`config.mk`:
```
export PLATFORM = sky130hd
export DESIGN_NAME = program_stream_pes_demux
export DESIGN_NICKNAME = d
export VERILOG_FILES = /design/src/hdl/psdmx_pkg.sv /design/src/hdl/program_stream_pes_demux.sv /design/src/hdl/psdmx_parser.sv /design/src/hdl/psdmx_out_reg.sv
export SDC_FILE = /design/constraint.sdc
export NUM_CORES = 1
export LEC_CHECK = 0
export ABC_AREA = 0
export BUFFER_PORTS_ARGS = -buffer_cell sky130_fd_sc_hd__buf_2
export CAP_MARGIN = 30
export CORE_ASPECT_RATIO = 1.75
export CORE_MARGIN = 8
export CORE_UTILIZATION = 55
export DETAILED_ROUTE_END_ITERATION = 10
export GPL_TIMING_DRIVEN = 0
export PLACE_DENSITY = 0.84
export SETUP_SLACK_MARGIN = 0.1
export SYNTH_ARGS = -nofsm -noshare
export SYNTH_HDL_FRONTEND = slang
export SYNTH_HIERARCHICAL = 1
export SYNTH_SLANG_ARGS = --single-unit
```
`constraint.sdc`:
```
create_clock -name clk_i -period 8.5 [get_ports clk_i]
set_clock_uncertainty 0.05 [all_clocks]
set_input_delay 0.425 -clock clk_i [delete_from_list [all_inputs] [get_ports clk_i]]
set_output_delay 0.425 -clock clk_i [all_outputs]
set_load 0.05 [all_outputs]
```
`src/hdl/psdmx_pkg.sv`:
```
`timescale 1ns / 1ps

package psdmx_pkg;

  // Stream ids that follow the 00 00 01 start code prefix.
  localparam logic [7:0] ID_PACK    = 8'hBA;
  localparam logic [7:0] ID_SYSTEM  = 8'hBB;
  localparam logic [7:0] ID_MAP     = 8'hBC;
  localparam logic [7:0] ID_VIDEO   = 8'hE0;
  localparam logic [7:0] ID_AUDIO   = 8'hC0;
  localparam logic [7:0] ID_PRIVATE = 8'hBD;

  localparam logic [23:0] START_PREFIX = 24'h000001;

  // The pack header has ten bytes after its id; the last one carries the stuffing length.
  localparam logic [3:0] PACK_LAST_IDX = 4'd9;

  localparam logic [1:0] KIND_VIDEO   = 2'd0;
  localparam logic [1:0] KIND_AUDIO   = 2'd1;
  localparam logic [1:0] KIND_PRIVATE = 2'd2;

  typedef enum logic [12:0] {
    PH_HUNT     = 13'b0_0000_0000_0001,
    PH_PACK     = 13'b0_0000_0000_0010,
    PH_STUFF    = 13'b0_0000_0000_0100,
    PH_SYS_HI   = 13'b0_0000_0000_1000,
    PH_SYS_LO   = 13'b0_0000_0001_0000,
    PH_SYS_SKIP = 13'b0_0000_0010_0000,
    PH_PES_HI   = 13'b0_0000_0100_0000,
    PH_PES_LO   = 13'b0_0000_1000_0000,
    PH_FLAG1    = 13'b0_0001_0000_0000,
    PH_FLAG2    = 13'b0_0010_0000_0000,
    PH_HDRLEN   = 13'b0_0100_0000_0000,
    PH_HDRSKIP  = 13'b0_1000_0000_0000,
    PH_PAYLOAD  = 13'b1_0000_0000_0000
  } phase_e;

  typedef struct packed {
    logic       valid;
    logic [7:0] data;
    logic [1:0] kind;
    logic       last;
  } result_t;

endpackage

```
`src/hdl/program_stream_pes_demux.sv`:
```
`timescale 1ns / 1ps

// Byte-serial MPEG-2 program stream demultiplexer.
// Input channel: stream_byte_i with stream_valid_i / stream_ready_o, one stream
// byte per beat. Output channel: payload_byte_o, stream_kind_o and packet_end_o
// with result_valid_o / result_ready_i, one elementary stream payload byte per beat.
// The block hunts for 00 00 01 start codes, skips pack headers, system headers
// and stream maps, reads the PES packet length and optional header of video (E0),
// audio (C0) and private (BD) packets, and forwards only their payload bytes.
// Header and skipped bytes are consumed and produce no output beat.
// An accepted byte is held in an input register, is parsed by a single
// level of state machine logic and its payload beat lands in the output register,
// so a result passes through both registers before it is valid on the output.
// Throughput is one byte per clock while the receiver keeps taking output beats.
// When the receiver stalls, the output register holds its beat and the input
// register still holds one more byte; stream_ready_o drops only while both are full.
// Reset clears both registers and returns the parser to start code hunting
// with an all-ones start code window.
module program_stream_pes_demux import psdmx_pkg::*; (
  input  logic       clk_i,
  input  logic       rst_ni,
  input  logic       stream_valid_i,
  output logic       stream_ready_o,
  input  logic [7:0] stream_byte_i,
  output logic       result_valid_o,
  input  logic       result_ready_i,
  output logic [7:0] payload_byte_o,
  output logic [1:0] stream_kind_o,
  output logic       packet_end_o
);

  logic       in_valid_q;
  logic [7:0] in_byte_q;
  logic       step;
  result_t    result;

  // The parser advances whenever a byte is held and the output register can take
  // whatever that byte produces.
  assign step           = in_valid_q && (!result_valid_o || result_ready_i);
  assign stream_ready_o = !in_valid_q || step;

  always_ff @(posedge clk_i or negedge rst_ni) begin
    if (!rst_ni) begin
      in_valid_q <= 1'b0;
    end else if (stream_ready_o) begin
      in_valid_q <= stream_valid_i;
    end
  end

  always_ff @(posedge clk_i) begin
    if (stream_ready_o && stream_valid_i) begin
      in_byte_q <= stream_byte_i;
    end
  end

  psdmx_parser u_parser (
    .clk_i    (clk_i),
    .rst_ni   (rst_ni),
    .step_i   (step),
    .byte_i   (in_byte_q),
    .result_o (result)
  );

  psdmx_out_reg u_out_reg (
    .clk_i    (clk_i),
    .rst_ni   (rst_ni),
    .load_i   (step),
    .result_i (result),
    .ready_i  (result_ready_i),
    .valid_o  (result_valid_o),
    .data_o   (payload_byte_o),
    .kind_o   (stream_kind_o),
    .last_o   (packet_end_o)
  );

endmodule

```
`src/hdl/psdmx_parser.sv`:
```
`timescale 1ns / 1ps

module psdmx_parser import psdmx_pkg::*; (
  input  logic       clk_i,
  input  logic       rst_ni,
  input  logic       step_i,
  input  logic [7:0] byte_i,
  output result_t    result_o
);

  phase_e      phase_q, phase_d;
  logic [23:0] window_q, window_d;
  logic [15:0] remain_q, remain_d;
  logic [7:0]  skip_q, skip_d;
  logic [1:0]  kind_q, kind_d;
  logic [3:0]  idx_q, idx_d;

  logic [15:0] remain_dec;
  logic [7:0]  skip_dec;
  logic        found;

  assign remain_dec = remain_q - 16'd1;
  assign skip_dec   = skip_q - 8'd1;
  assign found      = (window_q == START_PREFIX);

  always_comb begin
    phase_d  = phase_q;
    window_d = window_q;
    remain_d = remain_q;
    skip_d   = skip_q;
    kind_d   = kind_q;
    idx_d    = idx_q;
    result_o = '0;
    result_o.data = byte_i;
    result_o.kind = kind_q;

    unique case (phase_q)
      PH_PACK: begin
        if (idx_q >= PACK_LAST_IDX) begin
          idx_d  = '0;
          skip_d = {5'd0, byte_i[2:0]};
          if (byte_i[2:0] == 3'd0) begin
            phase_d  = PH_HUNT;
            window_d = '1;
          end else begin
            phase_d = PH_STUFF;
          end
        end else begin
          idx_d = idx_q + 4'd1;
        end
      end
      PH_STUFF: begin
        skip_d = skip_dec;
        if (skip_dec == 8'd0) begin
          phase_d  = PH_HUNT;
          window_d = '1;
        end
      end
      PH_SYS_HI, PH_PES_HI: begin
        remain_d = {byte_i, 8'd0};
        phase_d  = (phase_q == PH_SYS_HI) ? PH_SYS_LO : PH_PES_LO;
      end
      PH_SYS_LO, PH_PES_LO: begin
        remain_d = {remain_q[15:8], byte_i};
        if ({remain_q[15:8], byte_i} == 16'd0) begin
          phase_d  = PH_HUNT;
          window_d = '1;
        end else begin
          phase_d = (phase_q == PH_SYS_LO) ? PH_SYS_SKIP : PH_FLAG1;
        end
      end
      PH_SYS_SKIP: begin
        remain_d = remain_dec;
        if (remain_dec == 16'd0) begin
          phase_d  = PH_HUNT;
          window_d = '1;
        end
      end
      PH_FLAG1, PH_FLAG2: begin
        remain_d = remain_dec;
        if (remain_dec == 16'd0) begin
          phase_d  = PH_HUNT;
          window_d = '1;
        end else begin
          phase_d = (phase_q == PH_FLAG1) ? PH_FLAG2 : PH_HDRLEN;
        end
      end
      PH_HDRLEN: begin
        remain_d = remain_dec;
        skip_d   = byte_i;
        if (remain_dec == 16'd0) begin
          phase_d  = PH_HUNT;
          window_d = '1;
        end else if (byte_i == 8'd0) begin
          phase_d = PH_PAYLOAD;
        end else begin
          phase_d = PH_HDRSKIP;
        end
      end
      PH_HDRSKIP: begin
        remain_d = remain_dec;
        skip_d   = skip_dec;
        if (remain_dec == 16'd0) begin
          phase_d  = PH_HUNT;
          window_d = '1;
        end else if (skip_dec == 8'd0) begin
          phase_d = PH_PAYLOAD;
        end
      end
      PH_PAYLOAD: begin
        remain_d        = remain_dec;
        result_o.valid  = step_i;
        result_o.last   = (remain_dec == 16'd0);
        if (remain_dec == 16'd0) begin
          phase_d  = PH_HUNT;
          window_d = '1;
        end
      end
      default: begin
        // Hunting; any phase code without meaning behaves the same way.
        phase_d = PH_HUNT;
        if (found && byte_i == ID_PACK) begin
          idx_d   = '0;
          phase_d = PH_PACK;
        end else if (found && (byte_i == ID_SYSTEM || byte_i == ID_MAP)) begin
          phase_d = PH_SYS_HI;
        end else if (found && (byte_i == ID_VIDEO || byte_i == ID_AUDIO ||
                               byte_i == ID_PRIVATE)) begin
          kind_d  = (byte_i == ID_VIDEO) ? KIND_VIDEO :
                    (byte_i == ID_AUDIO) ? KIND_AUDIO : KIND_PRIVATE;
          phase_d = PH_PES_HI;
        end
        if (phase_d == PH_HUNT) begin
          window_d = {window_q[15:0], byte_i};
        end else begin
          window_d = '1;
        end
      end
    endcase
  end

  always_ff @(posedge clk_i or negedge rst_ni) begin
    if (!rst_ni) begin
      phase_q  <= PH_HUNT;
      window_q <= '1;
      remain_q <= '0;
      skip_q   <= '0;
      kind_q   <= KIND_VIDEO;
      idx_q    <= '0;
    end else if (step_i) begin
      phase_q  <= phase_d;
      window_q <= window_d;
      remain_q <= remain_d;
      skip_q   <= skip_d;
      kind_q   <= kind_d;
      idx_q    <= idx_d;
    end
  end

endmodule

```
`src/hdl/psdmx_out_reg.sv`:
```
`timescale 1ns / 1ps

module psdmx_out_reg import psdmx_pkg::*; (
  input  logic       clk_i,
  input  logic       rst_ni,
  input  logic       load_i,
  input  result_t    result_i,
  input  logic       ready_i,
  output logic       valid_o,
  output logic [7:0] data_o,
  output logic [1:0] kind_o,
  output logic       last_o
);

  logic       valid_q;
  logic [7:0] data_q;
  logic [1:0] kind_q;
  logic       last_q;

  // A load only happens when the register is empty or drained in this cycle.
  always_ff @(posedge clk_i or negedge rst_ni) begin
    if (!rst_ni) begin
      valid_q <= 1'b0;
    end else if (load_i) begin
      valid_q <= result_i.valid;
    end else if (ready_i) begin
      valid_q <= 1'b0;
    end
  end

  always_ff @(posedge clk_i) begin
    if (load_i && result_i.valid) begin
      data_q <= result_i.data;
      kind_q <= result_i.kind;
      last_q <= result_i.last;
    end
  end

  assign valid_o = valid_q;
  assign data_o  = data_q;
  assign kind_o  = kind_q;
  assign last_o  = last_q;

endmodule

```
==> results.sh, run 1 <==
export IMPL_antenna_left=0
export IMPL_timing_rr_start="u_parser/remain_q[0]"
export IMPL_ys_types=67
export IMPL_critPathKind="flip-flop to flip-flop"
export IMPL_htreeDepth=3
export IMPL_cts_resized=0
export IMPL_synth_cell_area_mm2=0.00492
export IMPL_maxSlewHeadroom_pct=36.2
export IMPL_fin_crit_sh_pct=41.4
export IMPL_routed_via_density=6.54
export IMPL_grt_max_degree=70
export IMPL_clock_latency_ns=0.35
export IMPL_synth_area_leader_cell="dfrtp_1"
export IMPL_post_route_drc_count=0
export IMPL_synth_async_reset_ratio_pct=78.4
export IMPL_cts_buffers=9
export IMPL_syn_avg_cell_area_um2=9.96
export IMPL_p_leak_nw=2.27
export IMPL_post_dp_hpwl_mm=9.27
export IMPL_cts_root_buf="clkbuf_16"
export IMPL_drt_total_wl_mm=12.9
export IMPL_area_growth_pct=11.3
export IMPL_setup_violations=0
export IMPL_synth_seq_cells=88
export IMPL_antenna_found_initial=0
export IMPL_antennaDiodeCount=0
export IMPL_io_buffers=24
export IMPL_coreArea_mm2=0.00867
export IMPL_grt_pass1_vias=4207
export IMPL_cellPowerDensity_mw_per_mm2=166
export IMPL_holdWs_ns=0.141
export IMPL_outcome="complete, no violations"
export IMPL_drive_gt1_share_pct=21.0
export IMPL_r2r_end="u_parser/phase_q[8]"
export IMPL_clock_path_buffers=2
export IMPL_hold_class="input pin to asynchronous set/reset pin"
export IMPL_rr_worst_depth=9
export IMPL_num_vias=4257
export IMPL_startpoint_type="flip-flop"
export IMPL_cts_hold_buffers=0
export IMPL_start_util_pct=56.7
export IMPL_drt_initial_drc_count=425
export IMPL_synth_edf_count=19
export IMPL_dr_pass1_iters=5
export IMPL_fin_nets=548
export IMPL_power_switching_mw=0.221
export IMPL_cts_setup_buffers=0
export IMPL_peakVddDrop_v=0.000210
export IMPL_gr_total_overflow=0
export IMPL_fin_setup_tns_ns=0
export IMPL_fillers=718
export IMPL_top_level_ports=25
export IMPL_crit_fanout=10
export IMPL_final_cell_area_mm2=0.00547
export IMPL_required_ns=8.68
export IMPL_synth_flop_cell="dfrtp_1"
export IMPL_cp_end_kind="flip-flop"
export IMPL_final_hold_violation_count=0
export IMPL_syn_instance_count=494
export IMPL_maxCapViolations=0
export IMPL_finish_utilization_pct=63.1
export IMPL_yosys_area_top_type_share_pct=22.4
export IMPL_switching_share_pct=24.3
export IMPL_combinationalPowerShare_pct=5.6
export IMPL_dieArea_mm2=0.0123
export IMPL_fmax_ghz=0.284
export IMPL_die_x_um=87.5
export IMPL_rsz0062_at_grt="no"
export IMPL_p_clk_share_pct=41.7
export IMPL_syn_num_nets=513
export IMPL_internal_power_mw=0.689
export IMPL_ys_seq_area_share_pct=47.3
export IMPL_r2r_slack_ns=4.98
export IMPL_clk_pin_slew_worst_paths_ns=0.06
export IMPL_yosys_warnings=6
export IMPL_cp_arrival_ns=3.70
export IMPL_clock_sinks=88
export IMPL_placed_cell_area_mm2=0.00519
export IMPL_finalMaxSlewViolations=0
export IMPL_wl_per_cell_um=19.9
export IMPL_grtUsageTotal_pct=22.0
export IMPL_most_common_layout_cells="44 x dfrtp_1, 44 x nor2_1, 34 x o21ai_0"
export IMPL_p_seq_share_pct=52.7
export IMPL_synth_area_top_cells="dfrtp_1 22%, dfstp_2 13%, edfxtp_1 12%"
export IMPL_die_y_um=141
export IMPL_cts_tree="yes"
export IMPL_worst_pin_slew_ns=0.948
export IMPL_row_count=45
export IMPL_min_period_ns=3.52
export IMPL_gp_congestion=0.933
export IMPL_grt_pass1_wl_mm=20.8
-- synthesized netlist by cell type, drive strengths merged (2+ instances only) --
library cell,n
a211oi,8
a21boi,3
a21o,3
a21oi,27
a221oi,3
a22oi,3
a31oi,5
a32oi,5
and2,4
and3,2
and4,5
buf,21
clkbuf,16
dfrtp,44
dfstp,25
edfxtp,19
ha,7
inv,26
mux2,9
mux2i,7
nand2,22
nand2b,3
nand3,7
nand3b,2
nand4,11
nor2,44
nor2b,5
nor3,20
nor4,25
nor4b,8
o211a,2
o21ai,38
o21bai,2
o22a,25
o22ai,2
o31ai,2
or3,3
or4,7
or4b,4
xnor2,3
xor2,6
-- worst max-delay path by stage --
stage               depth (start not counted)                 start                    to  slack [ns]
floorplan                                   9  u_parser/remain_q[0]  u_parser/phase_q[11]        5.75
global placement                            9  u_parser/remain_q[0]   u_parser/phase_q[2]        5.05
detailed placement                          9  u_parser/remain_q[0]   u_parser/phase_q[8]        5.03
CTS                                         9  u_parser/remain_q[0]  u_parser/phase_q[11]        5.02
global route                                9  u_parser/remain_q[0]   u_parser/phase_q[2]        4.76
finish                                      9  u_parser/remain_q[0]   u_parser/phase_q[8]        4.98
-- worst max-delay path, stage by stage, from the launching register on --
cell and delay (ns):
dfrtp_1 0.43, inv_1 0.12, ha_1 0.27, nor4b_2 0.79, nand4_1 0.26, a21oi_1 0.25, nand4_1 0.39, a21boi_4 0.34
buf_6 0.21, mux2_4 0.31
-- logic make-up after synthesis --
family,Yosys count,share of synthesized area (%)
multiplexers,16,3.71
AO/OA/AOI/OAI,136,19.1
flip-flops,88,47.3
AND/OR/NAND/NOR,175,20.5
buffers and inverters,63,6.00
XOR/XNOR,9,1.60
adder cells (fa/ha/maj),7,1.78
-- stage by stage --
stage	std cells	setup WS [ns]	total power, mW
final	651	4.98	0.909
after global routing	651	4.76	0.939
after CTS	651	5.02	0.918
after floorplan	494	5.75	0.512
after global placement	635	5.05	0.533
after detailed placement	635	5.03	0.537
-- routing by layer --
layer / track usage, % / routed length, um / up-vias
li1: - / - / 1928
met1: 22.0 / 4460 / 2076
met2: 38.6 / 6970 / 182
met3: 3.26 / 632 / 71
met4: 18.2 / 865 / 0
met5: 0 / 0 / -
-- final cells by class --
cell class	count	area (um2)	share of cell area, %
Buffer	37	198	3.61
Multi-Input combinational cell	343	2290	41.9
Sequential cell	88	2330	42.5
Timing Repair Buffer	24	123	2.24
Clock inverter	7	61.3	1.12
Tap cell	117	146	2.67
Clock buffer	9	225	4.11
Inverter	26	97.6	1.78
-- power by group through the flow --
stage / Clock (mW) / Combinational [mW] / Sequential (mW)
2_1_floorplan: 0 / 0.0342 / 0.478
3_3_place_gp: 0 / 0.0487 / 0.485
3_5_place_dp: 0 / 0.0512 / 0.486
4_1_cts: 0.388 / 0.0514 / 0.478
5_1_grt: 0.403 / 0.0559 / 0.480
6_report: 0.379 / 0.0513 / 0.479
-- sequential cells by signal, indices dropped and copies added, names as in the netlist, 4 cells and up --
name / count
in_byte_q: 8
u_parser/phase_q: 13
u_parser/idx_q: 4
u_parser/window_q: 24
u_parser/skip_q: 8
u_out_reg/data_o: 8
u_parser/remain_q: 16
No activity file was read; power rests on OpenSTA's default activity.
==> run 2, diff against run 1 <==
Settings changed: ABC_AREA 0 to 1.
Clock period 8.5 ns to 3.41 ns, I/O delays scaled along.
==> results.sh, run 2 <==
export IMPL_ys_types=40
export IMPL_grtUsageTotal_pct=21.6
export IMPL_p_leak_nw=3.02
export IMPL_internal_power_mw=1.87
export IMPL_peakVddDrop_v=0.000354
export IMPL_grt_pass1_vias=4977
export IMPL_startpoint_type="flip-flop"
export IMPL_critPathKind="flip-flop to flip-flop"
export IMPL_gp_congestion=0.999
export IMPL_min_period_ns=2.51
export IMPL_rsz0062_at_grt="no"
export IMPL_post_route_drc_count=0
export IMPL_switching_share_pct=23.5
export IMPL_routed_via_density=5.53
export IMPL_io_buffers=24
export IMPL_die_y_um=148
export IMPL_top_level_ports=25
export IMPL_maxSlewHeadroom_pct=40.6
export IMPL_syn_num_nets=759
export IMPL_antenna_found_initial=0
export IMPL_cts_buffers=9
export IMPL_drive_gt1_share_pct=19.3
export IMPL_cts_tree="yes"
export IMPL_area_growth_pct=13.0
export IMPL_cellPowerDensity_mw_per_mm2=397
export IMPL_post_dp_hpwl_mm=10.7
export IMPL_fin_crit_sh_pct=73.7
export IMPL_timing_rr_start="u_parser/remain_q[0]"
export IMPL_layout_commonest_cell="nand2_1"
export IMPL_wl_per_cell_um=15.6
export IMPL_p_seq_share_pct=49.1
export IMPL_grt_max_degree=70
export IMPL_largest_reg_flops=24
export IMPL_final_hold_violation_count=0
export IMPL_antennaDiodeCount=0
export IMPL_holdPathStages=4
export IMPL_clk_pin_slew_worst_paths_ns=0.07
export IMPL_synth_async_reset_ratio_pct=78.4
export IMPL_fin_cells=916
export IMPL_start_util_pct=55.8
export IMPL_fin_nets=805
export IMPL_cp_end_kind="flip-flop"
export IMPL_synth_area_top_cells="dfrtp_1 20%, nand2_1 15%, dfstp_2 12%"
export IMPL_dr_pass1_iters=5
export IMPL_synth_most_common_cell="nand2_1"
export IMPL_crit_start="u_parser/remain_q[0]"
export IMPL_top_regs="u_parser/window_q x24, u_parser/remain_q x16, u_parser/phase_q x13"
export IMPL_num_vias=5061
export IMPL_place_inst=890
export IMPL_syn_instance_count=740
export IMPL_cts_root_buf="clkbuf_16"
export IMPL_cts_setup_buffers=0
export IMPL_clock_latency_ns=0.34
export IMPL_most_common_layout_cells="220 x nand2_1, 95 x nor2_1, 73 x inv_1"
export IMPL_antenna_left=0
export IMPL_top_register="u_parser/window_q"
export IMPL_yosys_area_top_type_share_pct=20.2
export IMPL_fin_setup_tns_ns=0
export IMPL_power_switching_mw=0.576
export IMPL_r2r_slack_ns=0.90
export IMPL_synth_area_leader_cell="dfrtp_1"
export IMPL_crit_fanout=10
export IMPL_cp_arrival_ns=2.75
export IMPL_drt_initial_drc_count=353
export IMPL_synth_cell_area_mm2=0.00546
export IMPL_coreArea_mm2=0.00979
export IMPL_endpoint="u_parser/window_q[2]"
export IMPL_synth_commonest_cells="220 x nand2_1, 95 x nor2_1, 73 x inv_1"
export IMPL_grt_pass1_wl_mm=23.2
export IMPL_required_ns=3.65
export IMPL_syn_avg_cell_area_um2=7.38
export IMPL_synth_seq_cells=88
export IMPL_fmax_ghz=0.398
export IMPL_outcome="complete, no violations"
export IMPL_maxCapViolations=0
export IMPL_hold_class="input pin to flip-flop"
export IMPL_row_count=48
export IMPL_drt_total_wl_mm=14.2
export IMPL_combinationalPowerShare_pct=7.4
export IMPL_synth_flop_cell="dfrtp_1"
export IMPL_htreeDepth=3
export IMPL_dieArea_mm2=0.0135
export IMPL_worst_pin_slew_ns=0.890
export IMPL_rr_worst_depth=15
export IMPL_gr_total_overflow=0
export IMPL_p_clk_share_pct=43.6
export IMPL_clock_sinks=88
export IMPL_synth_edf_count=19
export IMPL_ys_seq_area_share_pct=42.7
export IMPL_die_x_um=91.3
export IMPL_r2r_end="u_parser/window_q[2]"
export IMPL_finalMaxSlewViolations=0
export IMPL_setup_violations=0
export IMPL_yosys_warnings=6
export IMPL_clock_path_buffers=2
[run 2: cell types whose count changed after synthesis, sizes merged, moves of 11 or more]
cell,before,now
nand3,7,38
o21ai,38,51
a21oi,27,11
nand4,11,31
o22a,25,0
nand2,22,250
inv,26,83
clkbuf,16,5
nor2,44,109
nor4,25,1
[run 2: logic make-up after synthesis]
| logic type | after synthesis | synth area share, % |
|---|---|---|
| fa+ha+maj | 7 | 1.60 |
| flops | 88 | 42.7 |
| simple gates | 450 | 37.8 |
| buf+inv | 109 | 8.80 |
| compound gates | 80 | 8.16 |
| xor+xnor | 6 | 0.963 |
[run 2: layout make-up]
type | instances | area (um2)
Buffer | 26 | 169
Tap cell | 125 | 156
Sequential cell | 88 | 2330
Clock inverter | 7 | 100
Clock buffer | 9 | 225
Timing Repair Buffer | 35 | 228
Multi-Input combinational cell | 543 | 2650
Inverter | 83 | 312
Fill cell | 815 | 3620
[run 2: worst min path at each step]
stage,from,endpoint
floorplan,rst_ni,in_valid_q
detailed placement,rst_ni,u_parser/phase_q[12]
global placement,stream_byte_i[4],in_byte_q[4]
CTS,result_ready_i,u_out_reg/valid_o
global route,result_ready_i,u_out_reg/valid_o
finish,result_ready_i,u_out_reg/valid_o
[run 2: power by group through the flow]
stage | clock network (mW) | logic, mW | registers, mW
global route | 1.12 | 0.204 | 1.21
detailed placement | 0 | 0.169 | 1.22
finish | 1.07 | 0.180 | 1.20
floorplan | 0 | 0.120 | 1.20
global placement | 0 | 0.163 | 1.22
CTS | 1.08 | 0.180 | 1.20
[run 2: repair_timing]
| action | CTS | global route |
|---|---|---|
| hold buffers | 10 | 0 |
| gates resized for setup | 0 | 0 |
| endpoints found under the hold margin | 53 | 0 |
[run 2: worst max-delay path, cell delays in order (launching register included)]
cell and delay, ns:
dfrtp_1 0.40, inv_1 0.21, ha_1 0.29, nand2_2 0.11, nor2_2 0.19, nand2_1 0.07, nand2_1 0.06, nand2_1 0.07
nor2_1 0.09, nand2_1 0.09, nor2_4 0.14, nand2_4 0.10, nand2_4 0.11, buf_2 0.22, nand4_1 0.14, nand2_1 0.09
[run 2: metrics by stage]
stage / power, mW / setup slack [ns] / util, % / hold slack [ns] / instance area (um2)
after floorplan: 1.32 / 1.24 / - / -0.175 / 5460
after global placement: 1.38 / 0.711 / 58.6 / 0.298 / 5730
after detailed placement: 1.39 / 0.958 / 58.7 / 0.293 / 5740
after CTS: 2.46 / 0.942 / 63.0 / 0.0294 / 6170
after global routing: 2.54 / 0.683 / 63.0 / 0.0651 / 6170
final: 2.45 / 0.896 / 63.0 / 0.0335 / 6170
[run 2: per-layer routing]
metal | wire, um | GRT usage [%]
met3 | 660 | 3.25
met4 | 920 | 16.3
met1 | 5080 | 21.1
met5 | 0 | 0
met2 | 7590 | 39.6
